===== config.mk =====
export PLATFORM = sky130hd
export DESIGN_NAME = source_lexer_flat
export DESIGN_NICKNAME = d
export VERILOG_FILES = /design/src/hw/rtl/slx_pkg.sv /design/src/hw/rtl/slx_text_if.sv /design/src/hw/rtl/slx_token_if.sv /design/src/hw/rtl/slx_scan.sv /design/src/hw/rtl/source_lexer.sv /design/src/flat_wrapper.sv
export VERILOG_INCLUDE_DIRS = /design/src /design/src/hw/rtl
export SDC_FILE = /design/constraint.sdc
export NUM_CORES = 1
export LEC_CHECK = 0
export BUFFER_PORTS_ARGS = -buffer_cell sky130_fd_sc_hd__buf_4
export CORE_ASPECT_RATIO = 1.4
export CORE_MARGIN = 4
export CORE_UTILIZATION = 35
export CTS_BUF_LIST = sky130_fd_sc_hd__clkbuf_8
export CTS_CLUSTER_SIZE = 24
export DETAILED_ROUTE_END_ITERATION = 16
export PLACE_DENSITY = 0.46
export SYNTH_ARGS = -nofsm -noshare
export SYNTH_HDL_FRONTEND = slang
export SYNTH_SLANG_ARGS = --single-unit
export TNS_END_PERCENT = 20

===== constraint.sdc =====
create_clock -name clk -period 8.5 [get_ports clk]
set_input_delay 0.85 -clock clk [delete_from_list [all_inputs] [get_ports clk]]
set_output_delay 0.85 -clock clk [all_outputs]
set_load 0.05 [all_outputs]

===== src/hw/rtl/source_lexer_assert.svh =====
// assertion macros used by the lexer top level
`ifndef SOURCE_LEXER_ASSERT_SVH
`define SOURCE_LEXER_ASSERT_SVH

// same-cycle implication, checked out of reset
`define SLX_ASSERT_NOW(lbl, ante, cons) \
    lbl: assert property (@(posedge clk) disable iff (!rst_n) (ante) |-> (cons)) \
        else $error("lexer check failed");

// next-cycle implication, checked out of reset
`define SLX_ASSERT_NEXT(lbl, ante, cons) \
    lbl: assert property (@(posedge clk) disable iff (!rst_n) (ante) |=> (cons)) \
        else $error("lexer check failed");

`endif


===== src/hw/rtl/slx_pkg.sv =====
// types, constants and character class functions of the source lexer
package slx_pkg;

    localparam int OFFSET_BITS_DEF   = 16;
    localparam int KEYWORD_CHARS_DEF = 6;
    localparam int FIELD_BITS        = 16;
    localparam int MAX_RESULTS       = 3;

    localparam logic [5:0] K_IDENT       = 6'd0;
    localparam logic [5:0] K_NUM         = 6'd1;
    localparam logic [5:0] K_BOOL        = 6'd2;
    localparam logic [5:0] K_LET         = 6'd3;
    localparam logic [5:0] K_IF          = 6'd4;
    localparam logic [5:0] K_ELSE        = 6'd5;
    localparam logic [5:0] K_WHILE       = 6'd6;
    localparam logic [5:0] K_NULL        = 6'd7;
    localparam logic [5:0] K_VOID        = 6'd8;
    localparam logic [5:0] K_RET         = 6'd9;
    localparam logic [5:0] K_RETURN      = 6'd10;
    localparam logic [5:0] K_SINGLE_BASE = 6'd11;
    localparam logic [5:0] K_PAIR_BASE   = 6'd29;
    localparam logic [5:0] K_ERR         = 6'd42;
    localparam logic [5:0] K_NONE        = 6'd63;

    localparam logic [7:0] CH_LF    = 8'h0A;
    localparam logic [7:0] CH_SLASH = 8'h2F;
    localparam logic [7:0] CH_STAR  = 8'h2A;
    localparam logic [7:0] CH_MINUS = 8'h2D;
    localparam logic [7:0] CH_DOT   = 8'h2E;
    localparam logic [7:0] CH_UNDER = 8'h5F;

    typedef enum logic [2:0] {
        MODE_IDLE,
        MODE_IDENT,
        MODE_NUM,
        MODE_PEND,
        MODE_LINE,
        MODE_BLOCK,
        MODE_BSTAR,
        MODE_ERR
    } mode_t;

    typedef struct packed {
        logic [5:0]            kind;
        logic [FIELD_BITS-1:0] line;
        logic [FIELD_BITS-1:0] start;
        logic [FIELD_BITS-1:0] len;
        logic                  valid;
        logic                  last;
    } result_t;

    function automatic logic is_alpha(logic [7:0] c);
        return (c >= "a" && c <= "z") || (c >= "A" && c <= "Z");
    endfunction

    function automatic logic is_digit(logic [7:0] c);
        return c >= "0" && c <= "9";
    endfunction

    function automatic logic is_space(logic [7:0] c);
        return c == " " || (c >= 8'd9 && c <= 8'd13);
    endfunction

    function automatic logic [5:0] single_kind(logic [7:0] c);
        logic [5:0] k;
        unique case (c)
            ";":     k = K_SINGLE_BASE + 6'd0;
            "(":     k = K_SINGLE_BASE + 6'd1;
            ")":     k = K_SINGLE_BASE + 6'd2;
            "=":     k = K_SINGLE_BASE + 6'd3;
            "+":     k = K_SINGLE_BASE + 6'd4;
            "*":     k = K_SINGLE_BASE + 6'd5;
            "-":     k = K_SINGLE_BASE + 6'd6;
            "/":     k = K_SINGLE_BASE + 6'd7;
            "{":     k = K_SINGLE_BASE + 6'd8;
            "}":     k = K_SINGLE_BASE + 6'd9;
            "<":     k = K_SINGLE_BASE + 6'd10;
            ">":     k = K_SINGLE_BASE + 6'd11;
            ",":     k = K_SINGLE_BASE + 6'd12;
            ".":     k = K_SINGLE_BASE + 6'd13;
            "!":     k = K_SINGLE_BASE + 6'd14;
            "%":     k = K_SINGLE_BASE + 6'd15;
            "[":     k = K_SINGLE_BASE + 6'd16;
            "]":     k = K_SINGLE_BASE + 6'd17;
            default: k = K_NONE;
        endcase
        return k;
    endfunction

    function automatic logic [5:0] pair_kind(logic [7:0] a, logic [7:0] b);
        logic [5:0] k;
        unique case ({a, b})
            "==":    k = K_PAIR_BASE + 6'd0;
            "--":    k = K_PAIR_BASE + 6'd1;
            "++":    k = K_PAIR_BASE + 6'd2;
            "+=":    k = K_PAIR_BASE + 6'd3;
            "-=":    k = K_PAIR_BASE + 6'd4;
            "*=":    k = K_PAIR_BASE + 6'd5;
            "/=":    k = K_PAIR_BASE + 6'd6;
            "&&":    k = K_PAIR_BASE + 6'd7;
            "||":    k = K_PAIR_BASE + 6'd8;
            "!=":    k = K_PAIR_BASE + 6'd9;
            "<=":    k = K_PAIR_BASE + 6'd10;
            ">=":    k = K_PAIR_BASE + 6'd11;
            "%=":    k = K_PAIR_BASE + 6'd12;
            default: k = K_NONE;
        endcase
        return k;
    endfunction

    function automatic logic pair_start(logic [7:0] c);
        return c == "=" || c == "-" || c == "+" || c == "*" || c == "/" || c == "&"
            || c == "|" || c == "!" || c == "<" || c == ">" || c == "%";
    endfunction

    // window holds the identifier's first characters, right aligned
    function automatic logic [5:0] kw_kind(logic [63:0] win, logic [3:0] len);
        logic [5:0] k;
        k = K_IDENT;
        if (len == 4'd3 && win == 64'("let"))         k = K_LET;
        else if (len == 4'd2 && win == 64'("if"))     k = K_IF;
        else if (len == 4'd4 && win == 64'("else"))   k = K_ELSE;
        else if (len == 4'd5 && win == 64'("while"))  k = K_WHILE;
        else if (len == 4'd4 && win == 64'("null"))   k = K_NULL;
        else if (len == 4'd4 && win == 64'("void"))   k = K_VOID;
        else if (len == 4'd3 && win == 64'("ret"))    k = K_RET;
        else if (len == 4'd6 && win == 64'("return")) k = K_RETURN;
        else if (len == 4'd4 && win == 64'("true"))   k = K_BOOL;
        else if (len == 4'd5 && win == 64'("false"))  k = K_BOOL;
        return k;
    endfunction

endpackage


===== src/hw/rtl/slx_text_if.sv =====
// source byte channel of the lexer
interface slx_text_if;
    logic       valid;
    logic       ready;
    logic [7:0] char_code;
    logic       end_of_text;

    modport source (output valid, output char_code, output end_of_text, input ready);
    modport sink (input valid, input char_code, input end_of_text, output ready);
endinterface


===== src/hw/rtl/slx_token_if.sv =====
// token channel of the lexer
interface slx_token_if;
    logic        valid;
    logic        ready;
    logic [5:0]  token_kind;
    logic [15:0] line_number;
    logic [15:0] start_offset;
    logic [15:0] token_length;
    logic        token_valid;
    logic        last_of_run;

    modport source (output valid, output token_kind, output line_number,
                    output start_offset, output token_length, output token_valid,
                    output last_of_run, input ready);
    modport sink (input valid, input token_kind, input line_number,
                  input start_offset, input token_length, input token_valid,
                  input last_of_run, output ready);
endinterface


===== src/hw/rtl/slx_scan.sv =====
// next-state and token logic for one source byte
module slx_scan #(
    parameter int OFFSET_BITS   = slx_pkg::OFFSET_BITS_DEF,
    parameter int KEYWORD_CHARS = slx_pkg::KEYWORD_CHARS_DEF
) (
    input  slx_pkg::mode_t             mode,
    input  logic [7:0]                 held,
    input  logic [8*KEYWORD_CHARS-1:0] win,
    input  logic [OFFSET_BITS-1:0]     start,
    input  logic [OFFSET_BITS-1:0]     len,
    input  logic                       dec,
    input  logic [OFFSET_BITS-1:0]     off,
    input  logic [15:0]                line,
    input  logic [7:0]                 char_code,
    input  logic                       end_of_text,
    output slx_pkg::mode_t             mode_next,
    output logic [7:0]                 held_next,
    output logic [8*KEYWORD_CHARS-1:0] win_next,
    output logic [OFFSET_BITS-1:0]     start_next,
    output logic [OFFSET_BITS-1:0]     len_next,
    output logic                       dec_next,
    output logic [OFFSET_BITS-1:0]     off_next,
    output logic [15:0]                line_next,
    output slx_pkg::result_t           res [slx_pkg::MAX_RESULTS],
    output logic [1:0]                 res_count
);

    localparam int WinBits = 8 * KEYWORD_CHARS;

    function automatic logic [15:0] clamp(logic [OFFSET_BITS-1:0] v);
        logic [OFFSET_BITS-1:0] hi;
        hi = v >> 16;
        return (hi != '0) ? 16'hFFFF : 16'(v);
    endfunction

    function automatic slx_pkg::result_t make_res(logic [5:0] kind, logic [15:0] ln,
                                                  logic [OFFSET_BITS-1:0] st,
                                                  logic [OFFSET_BITS-1:0] le,
                                                  logic vld);
        slx_pkg::result_t r;
        r.kind  = kind;
        r.line  = ln;
        r.start = clamp(st);
        r.len   = clamp(le);
        r.valid = vld;
        r.last  = 1'b0;
        return r;
    endfunction

    function automatic logic [5:0] ident_kind(logic [WinBits-1:0] w,
                                              logic [OFFSET_BITS-1:0] l);
        logic [5:0] k;
        k = slx_pkg::K_IDENT;
        if (l <= OFFSET_BITS'(KEYWORD_CHARS))
        begin
            k = slx_pkg::kw_kind(64'(w), 4'(l));
        end
        return k;
    endfunction

    function automatic logic [OFFSET_BITS-1:0] sat_inc(logic [OFFSET_BITS-1:0] v);
        return (v == '1) ? v : v + 1'b1;
    endfunction

    slx_pkg::mode_t             m;
    logic [7:0]                 h;
    logic [WinBits-1:0]         w;
    logic [OFFSET_BITS-1:0]     st;
    logic [OFFSET_BITS-1:0]     ln;
    logic                       d;
    logic [OFFSET_BITS-1:0]     o;
    logic [15:0]                lc;
    logic [1:0]                 n;
    logic                       fr;
    logic [5:0]                 k;
    logic                       word_ch;
    slx_pkg::result_t           r [slx_pkg::MAX_RESULTS];

    always_comb
    begin
        m  = mode;
        h  = held;
        w  = win;
        st = start;
        ln = len;
        d  = dec;
        o  = off;
        lc = line;
        n  = 2'd0;
        fr = 1'b0;
        k  = slx_pkg::K_NONE;
        word_ch = slx_pkg::is_alpha(char_code) || slx_pkg::is_digit(char_code)
                  || char_code == slx_pkg::CH_UNDER;
        for (int i = 0; i < slx_pkg::MAX_RESULTS; i++)
        begin
            r[i] = '0;
        end

        unique case (mode)
            slx_pkg::MODE_IDLE:
            begin
                fr = 1'b1;
            end
            slx_pkg::MODE_LINE:
            begin
                if (char_code == slx_pkg::CH_LF)
                begin
                    m = slx_pkg::MODE_IDLE;
                end
            end
            slx_pkg::MODE_BLOCK:
            begin
                if (char_code == slx_pkg::CH_STAR)
                begin
                    m = slx_pkg::MODE_BSTAR;
                end
            end
            slx_pkg::MODE_BSTAR:
            begin
                if (char_code == slx_pkg::CH_SLASH)
                begin
                    m = slx_pkg::MODE_IDLE;
                end
                else if (char_code != slx_pkg::CH_STAR)
                begin
                    m = slx_pkg::MODE_BLOCK;
                end
            end
            slx_pkg::MODE_IDENT:
            begin
                if (word_ch)
                begin
                    if (ln < OFFSET_BITS'(KEYWORD_CHARS))
                    begin
                        w = {w[WinBits-9:0], char_code};
                    end
                    ln = sat_inc(ln);
                end
                else
                begin
                    r[n] = make_res(ident_kind(w, ln), lc, st, ln, 1'b1);
                    n = n + 2'd1;
                    fr = 1'b1;
                end
            end
            slx_pkg::MODE_NUM:
            begin
                if (slx_pkg::is_digit(char_code) || (!d && char_code == slx_pkg::CH_DOT))
                begin
                    if (char_code == slx_pkg::CH_DOT)
                    begin
                        d = 1'b1;
                    end
                    ln = sat_inc(ln);
                end
                else
                begin
                    r[n] = make_res(slx_pkg::K_NUM, lc, st, ln, 1'b1);
                    n = n + 2'd1;
                    fr = 1'b1;
                end
            end
            slx_pkg::MODE_PEND:
            begin
                k = slx_pkg::pair_kind(held, char_code);
                if (held == slx_pkg::CH_SLASH && char_code == slx_pkg::CH_SLASH)
                begin
                    m = slx_pkg::MODE_LINE;
                end
                else if (held == slx_pkg::CH_SLASH && char_code == slx_pkg::CH_STAR)
                begin
                    m = slx_pkg::MODE_BLOCK;
                end
                else if (held == slx_pkg::CH_MINUS && slx_pkg::is_digit(char_code))
                begin
                    m  = slx_pkg::MODE_NUM;
                    ln = OFFSET_BITS'(2);
                    d  = 1'b0;
                end
                else if (k != slx_pkg::K_NONE)
                begin
                    r[n] = make_res(k, lc, st, OFFSET_BITS'(2), 1'b1);
                    n = n + 2'd1;
                    m = slx_pkg::MODE_IDLE;
                end
                else if (slx_pkg::single_kind(held) != slx_pkg::K_NONE)
                begin
                    r[n] = make_res(slx_pkg::single_kind(held), lc, st, OFFSET_BITS'(1), 1'b1);
                    n = n + 2'd1;
                    fr = 1'b1;
                end
                else
                begin
                    r[n] = make_res(slx_pkg::K_ERR, lc, st, OFFSET_BITS'(1), 1'b1);
                    n = n + 2'd1;
                    m = slx_pkg::MODE_ERR;
                end
            end
            slx_pkg::MODE_ERR:
            begin
                m = slx_pkg::MODE_ERR;
            end
            default:
            begin
                m = mode;
            end
        endcase

        // start of a new token at this byte
        if (fr)
        begin
            m = slx_pkg::MODE_IDLE;
            if (slx_pkg::is_alpha(char_code) || char_code == slx_pkg::CH_UNDER)
            begin
                m  = slx_pkg::MODE_IDENT;
                st = o;
                ln = OFFSET_BITS'(1);
                w  = WinBits'(char_code);
            end
            else if (slx_pkg::is_digit(char_code))
            begin
                m  = slx_pkg::MODE_NUM;
                st = o;
                ln = OFFSET_BITS'(1);
                d  = 1'b0;
            end
            else if (slx_pkg::is_space(char_code))
            begin
                m = slx_pkg::MODE_IDLE;
            end
            else if (slx_pkg::pair_start(char_code))
            begin
                m  = slx_pkg::MODE_PEND;
                h  = char_code;
                st = o;
            end
            else if (slx_pkg::single_kind(char_code) != slx_pkg::K_NONE)
            begin
                r[n] = make_res(slx_pkg::single_kind(char_code), lc, o, OFFSET_BITS'(1), 1'b1);
                n = n + 2'd1;
            end
            else
            begin
                r[n] = make_res(slx_pkg::K_ERR, lc, o, OFFSET_BITS'(1), 1'b1);
                n = n + 2'd1;
                m = slx_pkg::MODE_ERR;
            end
        end

        if (char_code == slx_pkg::CH_LF && lc != 16'hFFFF)
        begin
            lc = lc + 16'd1;
        end
        o = sat_inc(o);

        // end of text: flush, end word, back to reset values
        if (end_of_text)
        begin
            if (m == slx_pkg::MODE_IDENT)
            begin
                r[n] = make_res(ident_kind(w, ln), lc, st, ln, 1'b1);
                n = n + 2'd1;
            end
            else if (m == slx_pkg::MODE_NUM)
            begin
                r[n] = make_res(slx_pkg::K_NUM, lc, st, ln, 1'b1);
                n = n + 2'd1;
            end
            else if (m == slx_pkg::MODE_PEND)
            begin
                k = slx_pkg::single_kind(h);
                r[n] = make_res((k != slx_pkg::K_NONE) ? k : slx_pkg::K_ERR, lc, st,
                                OFFSET_BITS'(1), 1'b1);
                n = n + 2'd1;
            end
            r[n] = make_res(slx_pkg::K_IDENT, lc, o, '0, 1'b0);
            n = n + 2'd1;
            m  = slx_pkg::MODE_IDLE;
            h  = '0;
            w  = '0;
            st = '0;
            ln = '0;
            d  = 1'b0;
            o  = '0;
            lc = 16'd1;
        end

        if (n != 2'd0)
        begin
            r[n - 2'd1].last = 1'b1;
        end
    end

    assign mode_next  = m;
    assign held_next  = h;
    assign win_next   = w;
    assign start_next = st;
    assign len_next   = ln;
    assign dec_next   = d;
    assign off_next   = o;
    assign line_next  = lc;
    assign res        = r;
    assign res_count  = n;

endmodule


===== src/hw/rtl/source_lexer.sv =====
// source lexer top level: scan state, result buffer and handshakes
// One byte is taken per cycle unless words wait. Each byte yields zero to
// three words (at most one token flushed, one started, and the end word on an
// end_of_text byte); they leave one per cycle, while the sink is ready, from a
// three-entry result register. A byte is taken as the last word leaves, so
// with a ready sink a text whose bytes give at most one word each streams at
// one byte per clock; a byte giving more holds the input until the rest leave.
// Token text is not sent; offsets and lengths let the host find it in its copy.
module source_lexer #(
    parameter int OFFSET_BITS   = slx_pkg::OFFSET_BITS_DEF,
    parameter int KEYWORD_CHARS = slx_pkg::KEYWORD_CHARS_DEF
) (
    input  logic         clk,
    input  logic         rst_n,
    slx_text_if.sink     text,
    slx_token_if.source  tokens
);

    `include "source_lexer_assert.svh"

    slx_pkg::mode_t             mode_reg,  mode_next;
    logic [7:0]                 held_reg,  held_next;
    logic [8*KEYWORD_CHARS-1:0] win_reg,   win_next;
    logic [OFFSET_BITS-1:0]     start_reg, start_next;
    logic [OFFSET_BITS-1:0]     len_reg,   len_next;
    logic                       dec_reg,   dec_next;
    logic [OFFSET_BITS-1:0]     off_reg,   off_next;
    logic [15:0]                line_reg,  line_next;

    slx_pkg::result_t res_new [slx_pkg::MAX_RESULTS];
    logic [1:0]       res_count;
    slx_pkg::result_t res_reg [slx_pkg::MAX_RESULTS];
    logic [1:0]       rem_reg;
    logic [1:0]       ptr_reg;
    slx_pkg::result_t head;
    logic             take;
    logic             give;

    slx_scan #(
        .OFFSET_BITS   (OFFSET_BITS),
        .KEYWORD_CHARS (KEYWORD_CHARS)
    ) u_scan (
        .mode        (mode_reg),
        .held        (held_reg),
        .win         (win_reg),
        .start       (start_reg),
        .len         (len_reg),
        .dec         (dec_reg),
        .off         (off_reg),
        .line        (line_reg),
        .char_code   (text.char_code),
        .end_of_text (text.end_of_text),
        .mode_next   (mode_next),
        .held_next   (held_next),
        .win_next    (win_next),
        .start_next  (start_next),
        .len_next    (len_next),
        .dec_next    (dec_next),
        .off_next    (off_next),
        .line_next   (line_next),
        .res         (res_new),
        .res_count   (res_count)
    );

    assign text.ready = (rem_reg == 2'd0) || (rem_reg == 2'd1 && tokens.ready);
    assign take       = text.valid && text.ready;
    assign give       = tokens.valid && tokens.ready;

    always_ff @(posedge clk or negedge rst_n)
    begin
        if (!rst_n)
        begin
            mode_reg  <= slx_pkg::MODE_IDLE;
            held_reg  <= '0;
            win_reg   <= '0;
            start_reg <= '0;
            len_reg   <= '0;
            dec_reg   <= 1'b0;
            off_reg   <= '0;
            line_reg  <= 16'd1;
            rem_reg   <= 2'd0;
            ptr_reg   <= 2'd0;
        end
        else if (take)
        begin
            mode_reg  <= mode_next;
            held_reg  <= held_next;
            win_reg   <= win_next;
            start_reg <= start_next;
            len_reg   <= len_next;
            dec_reg   <= dec_next;
            off_reg   <= off_next;
            line_reg  <= line_next;
            rem_reg   <= res_count;
            ptr_reg   <= 2'd0;
        end
        else if (give)
        begin
            rem_reg <= rem_reg - 2'd1;
            ptr_reg <= ptr_reg + 2'd1;
        end
    end

    always_ff @(posedge clk)
    begin
        if (take)
        begin
            res_reg <= res_new;
        end
    end

    assign head                = res_reg[ptr_reg];
    assign tokens.valid        = rem_reg != 2'd0;
    assign tokens.token_kind   = head.kind;
    assign tokens.line_number  = head.line;
    assign tokens.start_offset = head.start;
    assign tokens.token_length = head.len;
    assign tokens.token_valid  = head.valid;
    assign tokens.last_of_run  = head.last;

    `SLX_ASSERT_NOW(a_last_is_final, tokens.valid && tokens.last_of_run, rem_reg == 2'd1)
    `SLX_ASSERT_NEXT(a_end_gives_word, take && text.end_of_text, rem_reg != 2'd0)
    `SLX_ASSERT_NEXT(a_end_clears_offset, take && text.end_of_text, off_reg == '0)

endmodule

===== src/flat_wrapper.sv =====
// flat-port wrapper written by rule: the top's interface ports become plain ports
module source_lexer_flat 
#(
    parameter int OFFSET_BITS   = slx_pkg::OFFSET_BITS_DEF,
    parameter int KEYWORD_CHARS = slx_pkg::KEYWORD_CHARS_DEF
)
  (clk, rst_n, text_valid, text_char_code, text_end_of_text, text_ready, tokens_valid, tokens_token_kind, tokens_line_number, tokens_start_offset, tokens_token_length, tokens_token_valid, tokens_last_of_run, tokens_ready);
  slx_text_if text_i ();
  slx_token_if tokens_i ();
  input  logic clk;
  input  logic rst_n;
  input wire logic [$bits(text_i.valid)-1:0] text_valid;
  input wire logic [$bits(text_i.char_code)-1:0] text_char_code;
  input wire logic [$bits(text_i.end_of_text)-1:0] text_end_of_text;
  output wire logic [$bits(text_i.ready)-1:0] text_ready;
  output wire logic [$bits(tokens_i.valid)-1:0] tokens_valid;
  output wire logic [$bits(tokens_i.token_kind)-1:0] tokens_token_kind;
  output wire logic [$bits(tokens_i.line_number)-1:0] tokens_line_number;
  output wire logic [$bits(tokens_i.start_offset)-1:0] tokens_start_offset;
  output wire logic [$bits(tokens_i.token_length)-1:0] tokens_token_length;
  output wire logic [$bits(tokens_i.token_valid)-1:0] tokens_token_valid;
  output wire logic [$bits(tokens_i.last_of_run)-1:0] tokens_last_of_run;
  input wire logic [$bits(tokens_i.ready)-1:0] tokens_ready;
  assign text_i.valid = text_valid;
  assign text_i.char_code = text_char_code;
  assign text_i.end_of_text = text_end_of_text;
  assign text_ready = text_i.ready;
  assign tokens_valid = tokens_i.valid;
  assign tokens_token_kind = tokens_i.token_kind;
  assign tokens_line_number = tokens_i.line_number;
  assign tokens_start_offset = tokens_i.start_offset;
  assign tokens_token_length = tokens_i.token_length;
  assign tokens_token_valid = tokens_i.token_valid;
  assign tokens_last_of_run = tokens_i.last_of_run;
  assign tokens_i.ready = tokens_ready;
  source_lexer #(.OFFSET_BITS(OFFSET_BITS), .KEYWORD_CHARS(KEYWORD_CHARS)) u_core (.clk(clk), .rst_n(rst_n), .text(text_i), .tokens(tokens_i));
endmodule

==> impl_metrics.env, run 1 <==
export IMPL_fp_dieW_um=208.9
export IMPL_grt_setup_unrepaired="no"
export IMPL_arrival_ps=6790
export IMPL_cp_endpoint="u_core.res_reg[21]"
export IMPL_drtIter0Drc=1416
export IMPL_worst_setup_path_type="reg -> reg"
export IMPL_synth_cells=2275
export IMPL_power_leakage_nw=7.827
export IMPL_area_delta_synth_final_pct=9.948
export IMPL_grt_pass1_wl_mm=110.3
export IMPL_largest_register_ffs=168
export IMPL_dieArea_um2=60410
export IMPL_gp_congestion=0.9341
export IMPL_clock_root_buffer="clkbuf_8"
export IMPL_port_buffers=70
export IMPL_die_h_um=289.2
export IMPL_synth_seq_area_share_pct=41.72
export IMPL_maxSlewHeadroom_pct=25.88
export IMPL_required_ps=8900
export IMPL_synth_most_common_cell="nand2_1"
export IMPL_synth_edff_count=168
export IMPL_critPathLaunch="u_core.held_reg[3]"
export IMPL_io_pins=71
export IMPL_synth_area_per_cell_um2=8.691
export IMPL_dpl_hpwl_mm=49.29
export IMPL_dp_cells=2913
export IMPL_hold_path_class="in -> async"
export IMPL_final_cell_count_no_fill=3012
export IMPL_reg2reg_setup_slack_ps=2110
export IMPL_yosys_area_top_type="edfxtp_1"
export IMPL_synth_top_area_share_pct=25.52
export IMPL_powerDensity_nw_per_um2=380.9
export IMPL_synth_cell_type_count=102
export IMPL_grt_pass1_vias=17748
export IMPL_tns_ps=0
export IMPL_worst_pin_slew_ps=1112
export IMPL_max_freq_mhz=156.5
export IMPL_ys_flop_type="edfxtp_1"
export IMPL_period_share_pct=75.18
export IMPL_nNetsFinal=2268
export IMPL_viasPerCell=5.989
export IMPL_clk_latency_ps=670
export IMPL_hold_viol=0
export IMPL_ir_drop_v=0.0003566
export IMPL_period_minus_slack_ps=6391
export IMPL_ctsResizeCount=0
export IMPL_start_util_pct=35.53
export IMPL_rr_worst_depth=15
export IMPL_clock_skew_ps=37.85
export IMPL_cts_tree="yes"
export IMPL_drive_gt1_share_pct=11.39
export IMPL_hold_buffers=0
export IMPL_cts_max_level=2
export IMPL_grt_max_degree=98
export IMPL_yosysWarnings=0
export IMPL_cp_start_kind="flip-flop"
export IMPL_setup_violations=0
export IMPL_antenna_found_initial=1
export IMPL_slew_viol_final=0
export IMPL_synthArstFlopShare_pct=43.24
export IMPL_route_final_wire_length_mm=71.55
export IMPL_post_cts_setup_buffer_count=0
export IMPL_cp_end_kind="flip-flop"
export IMPL_ys_top_cells_by_area="edfxtp_1, dfrtp_1, nand2_1"
export IMPL_final_antenna_net_count=0
export IMPL_core_area_um2=55640
export IMPL_vias=18039
export IMPL_cts_buffers=52
export IMPL_firstDrtPassIters=6
export IMPL_cp_max_fo=24
export IMPL_wl_per_cell_um=23.76
export IMPL_synthesis_area_um2=19770
export IMPL_r2r_end="u_core.res_reg[21]"
export IMPL_drc=0
export IMPL_clk_pin_slew_ps=70
export IMPL_clock_sinks=296
export IMPL_r2r_start="u_core.held_reg[3]"
export IMPL_rows=102
export IMPL_grt_usage_pct=23.01
export IMPL_cts_max_path_buffers=3
export IMPL_cap_violations=0
export IMPL_grt_overflow=0
export IMPL_synth_fp_nets=2304
export IMPL_ys_seq_elements=296
export IMPL_status="finished, final reports clean"
export IMPL_synthTopCellsByCount="nand2_1, o21ai_0, edfxtp_1, nor2_1, clkbuf_1"
placed cells by master (no fill, tap or decap), drive strengths merged, types with 8 or more instances in the layout:
cell	synthesis	final
nand2	330	330
o21ai	214	214
edfxtp	168	168
nor2	162	162
dfrtp	127	127
a21oi	124	124
buf	52	98
nand3	97	97
mux2i	91	91
a22o	57	57
inv	42	57
clkbuf	136	55
nor3	50	50
nor4	40	40
nand2b	37	37
nand4	35	35
o22ai	30	30
a22oi	28	28
and2	28	28
clkinv	3	27
nor2b	24	24
o31ai	24	24
a32oi	23	23
and3	22	22
mux2	21	21
or2	19	19
or3	17	17
nand3b	16	16
xnor2	16	16
ha	16	16
a211oi	15	15
a21o	14	14
a31oi	13	13
nor3b	12	12
or4	12	12
o21a	12	12
nor4b	11	11
o211ai	10	10
xor2	9	9
a221oi	8	8
critical path: stages, from the launching register on:
cell       delay, ps
dfrtp_1          810
nand4b_1         370
a2111oi_0        680
a211oi_1         160
and3_1           310
o41ai_2          640
mux2i_1          470
inv_1            140
ha_1             300
mux2_2           300
inv_1             70
ha_1             440
inv_1            440
and3_1           540
nor2b_1          260
o21a_1           190
stage by stage:
step | instance area, um^2 | total power [W] | hold slack (ps) | util (%) | setup WS (ps)
floorplan | 19770 | 0.005493 | 464.2 | - | 1308
global placement | 20730 | 0.006996 | 484.9 | 37.25 | 2053
detailed placement | 20730 | 0.007017 | 487.8 | 37.25 | 1861
CTS | 21740 | 0.008353 | 225.6 | 39.06 | 2108
global route | 21740 | 0.008797 | 249.2 | 39.07 | 1401
finish | 21740 | 0.008280 | 212.8 | 39.07 | 2109
worst min-delay path by stage:
stage                                  start            endpoint  slack [ps]
after floorplan           u_core.win_reg[47]  u_core.win_reg[47]         460
after detailed placement  u_core.win_reg[47]  u_core.win_reg[47]         490
after CTS                              rst_n  u_core.held_reg[0]         230
after global placement    u_core.win_reg[43]  u_core.win_reg[43]         480
final                                  rst_n  u_core.held_reg[3]         210
after global routing                   rst_n  u_core.held_reg[1]         250
layer usage:
metal | vias up | global-route usage [%] | routed length [um]
met1 | 8840 | 28.24 | 28780
met3 | 162 | 2.665 | 3315
li1 | 8410 | - | -
met4 | 0 | 8.781 | 2876
met5 | - | 0 | 0
met2 | 627 | 41.49 | 36570
cells by family (layout without fill, tap and decap cells):
kind of cell    Yosys count  after routing  share of synthesized area, %
flops                   296            296                         41.72
mux                     112            112                         5.822
compound gates          651            651                         21.83
other cells               0              1                             0
fa+ha+maj                16             16                         1.013
xor+xnor                 25             25                         1.107
buf+inv                 233            241                         4.765
simple gates            942            942                         23.74
report_power, final:
group	total (W)	internal (W)	switching, W
sequential	0.00237	0.00200	0.000366
clock	0.00130	0.000642	0.000656
combinational	0.00461	0.00135	0.00326
cell type report:
cell class	count	area (um^2)
diodes	1	2.502
clock buffers	55	757.0
clock inverters	43	249.0
fillers	5680	33910
inverters	45	176.4
multi-input cells	1746	10640
flip-flops and latches	296	8254
well taps	728	910.9
repair buffers	98	752.0
Note: power is estimated with default switching activity, not from simulation.
==> run 2: changes to the inputs <==
==> constraint.sdc (replaced) <==
create_clock -name clk -period 6.5 [get_ports clk]
set_input_delay 0.65 -clock clk [delete_from_list [all_inputs] [get_ports clk]]
set_output_delay 0.65 -clock clk [all_outputs]
set_load 0.05 [all_outputs]
==> run 2 against run 1 <==
Against the previous run: non-clock buffer count increased by 17; sequential share of layout area decreased by 0.28 points; total power increased by 32%; combinational power increased by 33%; clock-buffer cell count increased by 2; worst setup slack got worse by 1300 ps; die area unchanged; global-route usage decreased by 0.18 points; utilization increased by 0.29 points; cell count increased by 0.43%; flip-flop and latch count unchanged; critical path depth increased by 1.
==> impl_metrics.env, run 2 (synthesis results as in run 1) <==
export IMPL_status="finished, final reports clean"
export IMPL_ir_drop_v=0.0003196
export IMPL_clock_skew_ps=33.71
export IMPL_whs_ps=39.58
export IMPL_clock_sinks=296
export IMPL_arrival_ps=6160
export IMPL_cts_max_path_buffers=3
export IMPL_final_antenna_net_count=0
export IMPL_die_h_um=289.2
export IMPL_clk_latency_ps=670
export IMPL_mostFrequentLayoutCells="nand2_1, o21ai_0, edfxtp_1"
export IMPL_rows=102
export IMPL_fp_dieW_um=208.9
export IMPL_area_delta_synth_final_pct=10.76
export IMPL_fin_ws_ps=836.8
export IMPL_internal_power_w=0.005394
export IMPL_sw_frac_of_total_pct=50.66
export IMPL_tns_ps=0
export IMPL_power_leakage_nw=7.946
export IMPL_drtIter0Drc=1206
export IMPL_dieArea_um2=60410
export IMPL_cp_max_fo=24
export IMPL_route_final_wire_length_mm=71.13
export IMPL_drc=0
export IMPL_period_share_pct=87.13
export IMPL_cp_end_kind="flip-flop"
export IMPL_cts_max_level=2
export IMPL_worst_pin_slew_ps=1035
export IMPL_grt_overflow=0
export IMPL_max_freq_mhz=176.6
export IMPL_cts_tree="yes"
export IMPL_cap_violations=0
export IMPL_final_common_cell="nand2_1"
export IMPL_setup_violations=0
export IMPL_start_util_pct=35.53
export IMPL_clk_pin_slew_ps=60
export IMPL_io_pins=71
export IMPL_switching_power_w=0.005538
export IMPL_gp_congestion=0.9620
export IMPL_period_minus_slack_ps=5663
export IMPL_grt_max_degree=118
export IMPL_worst_setup_path_type="reg -> reg"
export IMPL_viasPerCell=5.961
export IMPL_grt_pass1_vias=17765
export IMPL_seqPwrFrac_pct=27.7
export IMPL_slew_viol_final=0
export IMPL_port_buffers=70
export IMPL_combPwrFrac_pct=56.0
export IMPL_grt_setup_unrepaired="no"
export IMPL_firstDrtPassIters=9
export IMPL_cts_buffers=51
export IMPL_cp_start_kind="flip-flop"
export IMPL_clock_root_buffer="clkbuf_8"
export IMPL_powerDensity_nw_per_um2=499.2
export IMPL_maxSlewHeadroom_pct=30.25
export IMPL_drive_gt1_share_pct=12.02
export IMPL_required_ps=7000
export IMPL_hold_path_class="in -> async"
export IMPL_hold_viol=0
export IMPL_post_cts_setup_buffer_count=0
export IMPL_dpl_hpwl_mm=49.62
export IMPL_largest_register_ffs=168
export IMPL_vias=18031
export IMPL_nNetsFinal=2284
export IMPL_clkPwrFrac_pct=16.3
export IMPL_hold_buffers=0
export IMPL_grt_pass1_wl_mm=109.2
export IMPL_wl_per_cell_um=23.51
export IMPL_fillCellCount=5639
export IMPL_core_area_um2=55640
export IMPL_post_place_ws_ps=701.3
export IMPL_final_cell_area_um2=21900
export IMPL_grt_usage_pct=22.83
export IMPL_antenna_found_initial=1
export IMPL_placed_cell_area_um2=20860
export IMPL_ctsResizeCount=0
==> run 2: cell types whose count changed in the layout (fill, tap and decap cells not counted), sizes merged <==
cell      before  now
buf           98  115
clkinv        27   18
inv           57   61
clkinvlp       3    0
bufinv         1    3
clkbuf        55   57
==> run 2: path summary, 6_finish.rpt <==
kind                                     from  slack, ps            endpoint  depth (start not counted)
setup / recovery           u_core.held_reg[3]        840  u_core.res_reg[97]                         16
hold / removal                          rst_n         40  u_core.held_reg[3]                          1
setup reg to reg           u_core.held_reg[3]        840  u_core.res_reg[97]                         16
hold reg to reg            u_core.win_reg[47]        500  u_core.win_reg[47]                          1
max in group asynchronous               rst_n       5050   u_core.ptr_reg[1]                          2
min in group clk                 tokens_ready        220   u_core.ptr_reg[1]                          2
==> run 2: worst max-delay path: stages, from the launching register on <==
cell and delay, ps:
dfrtp_1 520, buf_4 270, or4bb_1 530, a221oi_1 310
a211oi_1 130, and3_1 330, o41ai_2 590, mux2i_1 480
inv_1 140, ha_1 290, mux2_2 300, ha_1 320
o21ai_2 180, buf_4 290, and2_1 550, o21ai_0 180
o31ai_1 90
==> run 2: metal layers <==
metal  part of all wire, %  global-route usage (%)  up-vias  wire length, um
li1                      -                       -     8438                -
met1                    41                   27.79     8900            28930
met2                    51                   41.03      524            36230
met3                   4.0                   2.567      169             2830
met4                   4.4                   9.630        0             3143
met5                     0                       0        -                0
==> run 2: power groups by stage <==
stage	registers, W	logic (W)	clock network [W]
floorplan	0.00283	0.00432	0
global placement	0.00305	0.00610	0
detailed placement	0.00306	0.00613	0
CTS	0.00302	0.00614	0.00186
global route	0.00309	0.00662	0.00193
finish	0.00303	0.00612	0.00178
==> run 2: per-stage QoR <==
stage / util (%) / power [W] / std cells
after global placement: 37.48 / 0.009154 / 2930
final: 39.36 / 0.01093 / 3025
after global routing: 39.36 / 0.01163 / 3025
after detailed placement: 37.48 / 0.009183 / 2930
after floorplan: - / 0.007152 / 2275
after CTS: 39.35 / 0.01102 / 3024
==> run 2: layout make-up <==
| class | count | area, um^2 | share of cell area (%) |
|---|---|---|---|
| Multi-Input combinational cell | 1746 | 10640 | 48.57 |
| Tap cell | 728 | 910.9 | 4.160 |
| Clock buffer | 57 | 784.5 | 3.582 |
| Inverter | 45 | 176.4 | 0.8056 |
| Timing Repair Buffer | 115 | 879.6 | 4.017 |
| Clock inverter | 37 | 254.0 | 1.160 |
| Sequential cell | 296 | 8254 | 37.69 |
| Antenna cell | 1 | 2.502 | 0.01143 |
